--- src/hdl/orwl_pkg.sv ---
// shared types and constants for the overwriting ring with offset lookup
package orwl_pkg;

   localparam int ORWL_RING_DEPTH = 16;
   localparam int HANDLE_W = 32;
   localparam int LENGTH_W = 16;
   localparam int POS_W = 20;
   localparam int ENTRY_W = HANDLE_W + LENGTH_W;
   localparam int REQ_DATA_W = 72;
   localparam int RSP_DATA_W = 120;

   typedef struct packed {
      logic                find;
      logic [HANDLE_W-1:0] handle;
      logic [LENGTH_W-1:0] length;
      logic [POS_W-1:0]    position;
   } orwl_request_type;

   typedef struct packed {
      logic                found;
      logic [HANDLE_W-1:0] hit_handle;
      logic [LENGTH_W-1:0] hit_length;
      logic [LENGTH_W-1:0] offset_in_entry;
      logic                evicted;
      logic [HANDLE_W-1:0] evicted_handle;
      logic [LENGTH_W-1:0] evicted_length;
   } orwl_result_type;

   typedef struct packed {
      logic idle;
      logic res_load;
   } orwl_status_type;

endpackage

--- src/hdl/orwl_ram.sv ---
// generic single write port, single registered read port ram
module orwl_ram #(
   parameter int WIDTH = 8,
   parameter int DEPTH = 16
) (
   input  logic                     clock,
   input  logic                     wr_en,
   input  logic [$clog2(DEPTH)-1:0] wr_addr,
   input  logic [WIDTH-1:0]         wr_data,
   input  logic                     rd_en,
   input  logic [$clog2(DEPTH)-1:0] rd_addr,
   output logic [WIDTH-1:0]         rd_data
);

   logic [WIDTH-1:0] mem_ff [DEPTH];
   logic [WIDTH-1:0] rd_data_ff;

   always_ff @(posedge clock) begin
      if (wr_en) begin
         mem_ff[wr_addr] <= wr_data;
      end
      if (rd_en) begin
         rd_data_ff <= mem_ff[rd_addr];
      end
   end

   assign rd_data = rd_data_ff;

endmodule

--- src/hdl/orwl_seq.sv ---
// ring pointers and sequencer: add with eviction, entry-by-entry find walk
module orwl_seq import orwl_pkg::*; #(
   parameter int RING_DEPTH = ORWL_RING_DEPTH
) (
   input  logic                          clock,
   input  logic                          reset,
   input  logic                          start,
   input  orwl_request_type              request,
   input  logic                          out_free,
   output orwl_status_type               status,
   output orwl_result_type               result,
   output logic                          mem_wr_en,
   output logic [$clog2(RING_DEPTH)-1:0] mem_wr_addr,
   output logic [ENTRY_W-1:0]            mem_wr_data,
   output logic                          mem_rd_en,
   output logic [$clog2(RING_DEPTH)-1:0] mem_rd_addr,
   input  logic [ENTRY_W-1:0]            mem_rd_data
);

   localparam int PTR_W = $clog2(RING_DEPTH);
   localparam int SUM_W = PTR_W + LENGTH_W;
   localparam int CMP_W = (SUM_W + 1 > POS_W) ? SUM_W + 1 : POS_W;

   localparam logic [2:0] S_IDLE   = 3'd0;
   localparam logic [2:0] S_ADD_WR = 3'd1;
   localparam logic [2:0] S_FIND   = 3'd2;
   localparam logic [2:0] S_DONE   = 3'd3;

   logic [2:0]          state_ff, state_in;
   logic [PTR_W-1:0]    write_ff, write_in;
   logic [PTR_W-1:0]    oldest_ff, oldest_in;
   logic                full_ff, full_in;
   logic [PTR_W-1:0]    idx_ff, idx_in;
   logic [PTR_W:0]      step_ff, step_in;
   logic [PTR_W:0]      count_ff, count_in;
   logic [SUM_W-1:0]    sum_ff, sum_in;
   logic [POS_W-1:0]    pos_ff, pos_in;
   logic [HANDLE_W-1:0] new_handle_ff, new_handle_in;
   logic [LENGTH_W-1:0] new_length_ff, new_length_in;
   orwl_result_type     res_ff, res_in;

   logic [PTR_W:0]      count_now;
   logic [CMP_W-1:0]    end_pos;
   logic [CMP_W-1:0]    pos_ext;
   logic [CMP_W-1:0]    rel_pos;
   logic                res_load;

   function automatic logic [PTR_W-1:0] next_slot(input logic [PTR_W-1:0] s);
      next_slot = (s == PTR_W'(RING_DEPTH - 1)) ? '0 : s + 1'b1;
   endfunction

   always_comb begin
      if (full_ff) begin
         count_now = (PTR_W+1)'(RING_DEPTH);
      end else if (write_ff >= oldest_ff) begin
         count_now = {1'b0, write_ff} - {1'b0, oldest_ff};
      end else begin
         count_now = {1'b0, write_ff} + (PTR_W+1)'(RING_DEPTH) - {1'b0, oldest_ff};
      end
   end

   // running end of the current entry in the concatenated string
   assign end_pos = CMP_W'(sum_ff) + CMP_W'(mem_rd_data[LENGTH_W-1:0]);
   assign pos_ext = CMP_W'(pos_ff);
   assign rel_pos = pos_ext - CMP_W'(sum_ff);

   always_comb begin
      state_in      = state_ff;
      write_in      = write_ff;
      oldest_in     = oldest_ff;
      full_in       = full_ff;
      idx_in        = idx_ff;
      step_in       = step_ff;
      count_in      = count_ff;
      sum_in        = sum_ff;
      pos_in        = pos_ff;
      new_handle_in = new_handle_ff;
      new_length_in = new_length_ff;
      res_in        = res_ff;
      res_load      = 1'b0;
      mem_wr_en     = 1'b0;
      mem_wr_addr   = write_ff;
      mem_wr_data   = {new_handle_ff, new_length_ff};
      mem_rd_en     = 1'b0;
      mem_rd_addr   = oldest_ff;

      unique case (state_ff)
         S_IDLE: begin
            if (start) begin
               res_in = '0;
               if (!request.find) begin
                  if (full_ff) begin
                     // fetch the oldest entry before its slot is rewritten
                     new_handle_in = request.handle;
                     new_length_in = request.length;
                     mem_rd_en     = 1'b1;
                     state_in      = S_ADD_WR;
                  end else begin
                     mem_wr_en   = 1'b1;
                     mem_wr_data = {request.handle, request.length};
                     write_in    = next_slot(write_ff);
                     full_in     = (next_slot(write_ff) == oldest_ff);
                     state_in    = S_DONE;
                  end
               end else begin
                  pos_in    = request.position;
                  count_in  = count_now;
                  idx_in    = oldest_ff;
                  step_in   = '0;
                  sum_in    = '0;
                  mem_rd_en = 1'b1;
                  state_in  = (count_now == '0) ? S_DONE : S_FIND;
               end
            end
         end
         S_ADD_WR: begin
            mem_wr_en             = 1'b1;
            res_in.evicted        = 1'b1;
            res_in.evicted_handle = mem_rd_data[ENTRY_W-1:LENGTH_W];
            res_in.evicted_length = mem_rd_data[LENGTH_W-1:0];
            write_in              = next_slot(write_ff);
            oldest_in             = next_slot(oldest_ff);
            full_in               = 1'b1;
            state_in              = S_DONE;
         end
         S_FIND: begin
            if (pos_ext < end_pos) begin
               res_in.found           = 1'b1;
               res_in.hit_handle      = mem_rd_data[ENTRY_W-1:LENGTH_W];
               res_in.hit_length      = mem_rd_data[LENGTH_W-1:0];
               res_in.offset_in_entry = rel_pos[LENGTH_W-1:0];
               state_in               = S_DONE;
            end else if (step_ff + 1'b1 == count_ff) begin
               state_in = S_DONE;
            end else begin
               step_in     = step_ff + 1'b1;
               idx_in      = next_slot(idx_ff);
               sum_in      = end_pos[SUM_W-1:0];
               mem_rd_en   = 1'b1;
               mem_rd_addr = next_slot(idx_ff);
            end
         end
         S_DONE: begin
            if (out_free) begin
               res_load = 1'b1;
               state_in = S_IDLE;
            end
         end
         default: begin
            state_in = S_IDLE;
         end
      endcase
   end

   always_ff @(posedge clock) begin
      if (reset) begin
         state_ff  <= S_IDLE;
         write_ff  <= '0;
         oldest_ff <= '0;
         full_ff   <= 1'b0;
      end else begin
         state_ff  <= state_in;
         write_ff  <= write_in;
         oldest_ff <= oldest_in;
         full_ff   <= full_in;
      end
   end

   always_ff @(posedge clock) begin
      idx_ff        <= idx_in;
      step_ff       <= step_in;
      count_ff      <= count_in;
      sum_ff        <= sum_in;
      pos_ff        <= pos_in;
      new_handle_ff <= new_handle_in;
      new_length_ff <= new_length_in;
      res_ff        <= res_in;
   end

   assign status.idle     = (state_ff == S_IDLE);
   assign status.res_load = res_load;
   assign result          = res_ff;

   a_full_ptrs_meet: assert property (@(posedge clock) disable iff (reset)
      full_ff |-> (write_ff == oldest_ff))
      else $error("ring full but write and oldest pointers differ");

   a_walk_nonempty: assert property (@(posedge clock) disable iff (reset)
      (state_ff == S_FIND) |-> (count_ff != '0) && (step_ff < count_ff))
      else $error("find walk running past stored entries");

   a_load_then_idle: assert property (@(posedge clock) disable iff (reset)
      res_load |=> (state_ff == S_IDLE))
      else $error("sequencer not idle after handing over a result");

   a_no_write_in_find: assert property (@(posedge clock) disable iff (reset)
      (state_ff == S_FIND) |-> !mem_wr_en)
      else $error("ring written during a find walk");

endmodule

--- src/hdl/overwriting_ring_with_offset_lookup.sv ---
// an add writes its slot, first reading out the oldest entry when it is evicted; a find walks from the oldest
// a find reads one stored entry per cycle through the single ram read port
// one beat is worked on at a time: the next is taken once the sequencer is idle,
// while the previous result may still wait in the output register
// reset empties the ring (pointers and full flag cleared); entry storage is not
// cleared, as no stored value is used before its slot has been written
module overwriting_ring_with_offset_lookup import orwl_pkg::*; #(
   parameter int RING_DEPTH = ORWL_RING_DEPTH
) (
   input  logic                  clock,
   input  logic                  reset,
   input  logic                  req_tvalid,
   output logic                  req_tready,
   // new_handle[31:0], new_length[47:32], byte_position[67:48], zero fill
   input  logic [REQ_DATA_W-1:0] req_tdata,
   // mode
   input  logic                  req_tuser,
   output logic                  rsp_tvalid,
   input  logic                  rsp_tready,
   // found[0], hit_handle[32:1], hit_length[48:33], offset_in_entry[64:49],
   // evicted[65], evicted_handle[97:66], evicted_length[113:98], zero fill
   output logic [RSP_DATA_W-1:0] rsp_tdata
);

   localparam int PTR_W = $clog2(RING_DEPTH);

   orwl_request_type     request;
   orwl_status_type      status;
   orwl_result_type      result;
   logic                 start;
   logic                 out_free;
   logic                 mem_wr_en;
   logic [PTR_W-1:0]     mem_wr_addr;
   logic [ENTRY_W-1:0]   mem_wr_data;
   logic                 mem_rd_en;
   logic [PTR_W-1:0]     mem_rd_addr;
   logic [ENTRY_W-1:0]   mem_rd_data;
   logic                 rsp_tvalid_ff, rsp_tvalid_in;
   logic [RSP_DATA_W-1:0] rsp_data_ff, rsp_data_in;

   assign request.find     = req_tuser;
   assign request.handle   = req_tdata[HANDLE_W-1:0];
   assign request.length   = req_tdata[HANDLE_W+LENGTH_W-1:HANDLE_W];
   assign request.position = req_tdata[HANDLE_W+LENGTH_W+POS_W-1:HANDLE_W+LENGTH_W];

   assign req_tready = status.idle;
   assign start      = req_tvalid && req_tready;
   assign out_free   = !rsp_tvalid_ff || rsp_tready;

   orwl_ram #(
      .WIDTH (ENTRY_W),
      .DEPTH (RING_DEPTH)
   ) u_ram (
      .clock   (clock),
      .wr_en   (mem_wr_en),
      .wr_addr (mem_wr_addr),
      .wr_data (mem_wr_data),
      .rd_en   (mem_rd_en),
      .rd_addr (mem_rd_addr),
      .rd_data (mem_rd_data)
   );

   orwl_seq #(
      .RING_DEPTH (RING_DEPTH)
   ) u_seq (
      .clock       (clock),
      .reset       (reset),
      .start       (start),
      .request     (request),
      .out_free    (out_free),
      .status      (status),
      .result      (result),
      .mem_wr_en   (mem_wr_en),
      .mem_wr_addr (mem_wr_addr),
      .mem_wr_data (mem_wr_data),
      .mem_rd_en   (mem_rd_en),
      .mem_rd_addr (mem_rd_addr),
      .mem_rd_data (mem_rd_data)
   );

   // output register holds a finished beat while the sequencer moves on
   always_comb begin
      rsp_tvalid_in = rsp_tvalid_ff;
      rsp_data_in   = rsp_data_ff;
      if (status.res_load) begin
         rsp_tvalid_in = 1'b1;
         rsp_data_in   = {6'b0,
                          result.evicted_length, result.evicted_handle, result.evicted,
                          result.offset_in_entry, result.hit_length, result.hit_handle,
                          result.found};
      end else if (rsp_tready) begin
         rsp_tvalid_in = 1'b0;
      end
   end

   always_ff @(posedge clock) begin
      if (reset) begin
         rsp_tvalid_ff <= 1'b0;
      end else begin
         rsp_tvalid_ff <= rsp_tvalid_in;
      end
   end

   always_ff @(posedge clock) begin
      rsp_data_ff <= rsp_data_in;
   end

   assign rsp_tvalid = rsp_tvalid_ff;
   assign rsp_tdata  = rsp_data_ff;

endmodule

--- config.mk ---
export PLATFORM = sky130hd
export DESIGN_NAME = overwriting_ring_with_offset_lookup
export DESIGN_NICKNAME = d
export VERILOG_FILES = /design/src/hdl/orwl_pkg.sv /design/src/hdl/orwl_ram.sv /design/src/hdl/orwl_seq.sv /design/src/hdl/overwriting_ring_with_offset_lookup.sv
export SDC_FILE = /design/constraint.sdc
export NUM_CORES = 1
export LEC_CHECK = 0
export ABC_AREA = 1
export ABC_CLOCK_PERIOD_IN_PS = 18800
export BUFFER_PORTS_ARGS = -buffer_cell sky130_fd_sc_hd__buf_2
export CORE_ASPECT_RATIO = 0.75
export CORE_UTILIZATION = 35
export CTS_CLUSTER_SIZE = 25
export DETAILED_ROUTE_END_ITERATION = 6
export PLACE_DENSITY = 0.57
export SKIP_CTS_REPAIR_TIMING = 1
export SLEW_MARGIN = 20
export SYNTH_ARGS = -nofsm -noshare
export SYNTH_HDL_FRONTEND = slang
export SYNTH_SLANG_ARGS = --single-unit
--- constraint.sdc ---
create_clock -name clock -period 18.8 [get_ports clock]
set_input_delay 3.76 -clock clock [delete_from_list [all_inputs] [get_ports clock]]
set_output_delay 3.76 -clock clock [all_outputs]
set_load 0.005 [all_outputs]
==> results.md <==
- Final WL: 124,000 um
- Deepest clock path buffer count: 3
- Max Clock Freq: 126 MHz
- Max-cap violation count: 0
- CP Max Fanout: 126
- Synthesized cell area: 49,200 um2
- Worst EP arrival: 8.35 ns
- First-pass GRT wire length: 186,000 um
- Initial Util: 35.4%
- Post-route minimum period: 7.96 ns
- Seq. cell area: 34,700 um2
- Dominant synthesized flop cell: edfxtp_1
- Cts bufs inserted: 115
- Fill count: 13,200
- Die area: 142,000 um2
- Syn avg cell area: 11.2 um2
- CTS Sinks: 1,158
- Post-placement cell count: 6,254
- RSZ-0062 raised after global routing: false
- Sequential element share of the synthesized area: 70.4%
- CP peak stage delay: 0.93 ns
- CP Class: flip-flop to flip-flop
- Die X-Extent: 435 um
- CTS root buffer: clkbuf_16
- Worst hold slack: 0.396 ns
- Die Span Y: 327 um
- Number of global-route vias before repair: 29,100
- Flop and latch count out of synthesis: 1,158
- Peak VDD IR: 0.171 mV
- 1st-pass router iterations: 5
- Clock tree from TritonCTS: yes
- Fin crit share: 42.3%
- Worst setup SP type: flip-flop
- Worst setup EP type: flip-flop
- Largest net degree at the start of global routing: 191
- Multi-input gate area: 11,500 um2
- Slowest cell on crit path: buf_4
- Flop-to-flop setup slack: 10.84 ns
- CP required: 19.20 ns
- Clock Skew: 0.0487 ns
- Clock slew at reported path FFs: 0.07 ns
- Wire per inst: 19.1 um
- Final Hold Vio Count: 0
- CP bufs+invs: 2
- Final Max Slew Viols: 0
- Worst skew pair latency: 0.75 ns
- Layout Nets: 4,656
- IO buf count: 188
- Setup TNS: 0 ns
- Cell family with most CP delay: simple AND/OR/NAND/NOR gates
- Worst Hold Class: flip-flop to flip-flop
- CP most frequent cell: nand2_1
- Syn Inst Count: 4,380
- Core box area: 139,000 um2
- Count of cell types in the netlist: 47
- Slew headroom: 25.3%
- Initial antenna violation count: 6
- # rows: 118
- Vias: 30,900
- EDFF count, synth: 1,146
- Async S/R FF share, synth: 0%
- Vias per std cell: 4.78
- Ys Warns: 0
- Detail Placement HPWL: 65,300 um
- Share of cells above drive strength 1: 9.79%
- Residual DRC: 0
- Status: complete, no violations
- Routability cong.: 0.787
- # IOs: 199
- GRT Resource Usage Total: 17.2%
- P_leak: 22.7 nW
- H-Tree Depth: 3
- Initial DRC Count: 2,830
- Final setup fails: 0
- Overflow after GRT: 0
- Non-Filler Instances: 6,467
- Worst-Margin Slew: 1.12 ns
- Area grow syn2layout: 13.1%
- Antenna viol nets, final: 0
- PD cells: 155 nW/um2
-- where the power goes --
part	internal [mW]	total (mW)	switching [mW]
Combinational	0.785	2.81	2.02
Sequential	3.43	3.58	0.158
Clock	1.25	2.24	0.986
Total	5.47	8.63	3.17
-- cells in the mapped netlist (6+ instances only) --
master | number | area share [%]
nor2_1 | 69 | 0.53
xnor2_1 | 10 | 0.18
xor2_1 | 14 | 0.25
nand4_1 | 6 | 0.076
inv_2 | 8 | 0.061
nand3_1 | 887 | 9.0
clkbuf_1 | 57 | 0.43
nor3_1 | 10 | 0.10
a31oi_1 | 6 | 0.076
buf_1 | 11 | 0.084
inv_1 | 570 | 4.3
ha_1 | 65 | 1.7
buf_4 | 19 | 0.29
nand2_1 | 1202 | 9.2
dfxtp_1 | 12 | 0.49
a21oi_1 | 64 | 0.65
o21a_1 | 7 | 0.11
buf_2 | 143 | 1.5
edfxtp_1 | 1146 | 70
o21ai_0 | 35 | 0.36
-- area by class of cell --
type | instances | area share, %
Clock buffer | 139 | 5.37
Multi-Input combinational cell | 2418 | 20.7
Sequential cell | 1158 | 62.3
Timing Repair Buffer | 240 | 2.45
Clock inverter | 73 | 1.17
Antenna cell | 1 | 0.00450
Inverter | 578 | 3.90
Tap cell | 1860 | 4.18
-- stage by stage --
| stage | instance area [um2] | total power, mW | setup slack (ns) | utilization (%) |
|---|---|---|---|---|
| final | 55700 | 8.63 | 10.84 | 40.1 |
| after floorplan | 49200 | 5.57 | 9.51 | - |
| after global placement | 52000 | 6.44 | 10.66 | 37.5 |
| after CTS | 55700 | 8.73 | 10.67 | 40.1 |
| after detailed placement | 52000 | 6.48 | 10.71 | 37.5 |
| after global routing | 55700 | 9.19 | 10.15 | 40.1 |
-- metal layers --
layer	share of wire, %	track usage, %	wire, um
met5	0	0	0
met4	2.1	3.96	2550
met3	5.7	2.89	7040
met2	47	27.9	58200
met1	45	24.0	55900
-- cells in the final DEF (no fill, tap or decap), types with 7 or more instances in the layout --
| master | n |
|---|---|
| clkbuf_1 | 23 |
| edfxtp_1 | 1146 |
| xor2_1 | 14 |
| o21a_1 | 7 |
| dfxtp_1 | 12 |
| nor2_4 | 16 |
| nand2_1 | 1199 |
| a21oi_1 | 64 |
| nor2_1 | 54 |
| buf_2 | 188 |
| clkinv_1 | 29 |
| inv_1 | 567 |
| nand3_1 | 887 |
| o21ai_0 | 34 |
| ha_1 | 63 |
| clkinv_2 | 26 |
| buf_4 | 50 |
| inv_2 | 8 |
| clkbuf_16 | 116 |
| xnor2_1 | 10 |
| bufinv_16 | 9 |
-- registers in the layout, summed over array words and instances (netlist names), 5 cells and up --
register and count:
u_seq.new_length_ff 16, u_seq.pos_ff 20, u_seq.count_ff 5, u_ram.mem_ff 768
u_seq.result 114, u_seq.new_handle_ff 32, u_seq.sum_ff 20, u_seq.step_ff 5
u_ram.rd_data 48, rsp_tdata 114
-- cells by family after synthesis --
logic type      after synthesis  share of synthesized area (%)
fa+ha+maj                    68                           1.78
compound gates              130                           1.50
other cells                   1                        0.00762
buf+inv                     809                           6.70
flops                      1158                           70.4
xor+xnor                     24                          0.427
simple gates               2190                           19.2
-- path summary, 6_finish.rpt --
kind,start,to,depth (start not counted)
hold reg to reg,u_seq.result[83],rsp_tdata[3],0
setup reg to reg,u_ram.rd_data[0],u_ram.rd_data[37],28
hold / removal,u_seq.result[83],rsp_tdata[3],0
setup / recovery,u_ram.rd_data[0],u_ram.rd_data[37],28
No activity file was read; power rests on OpenSTA's default activity.
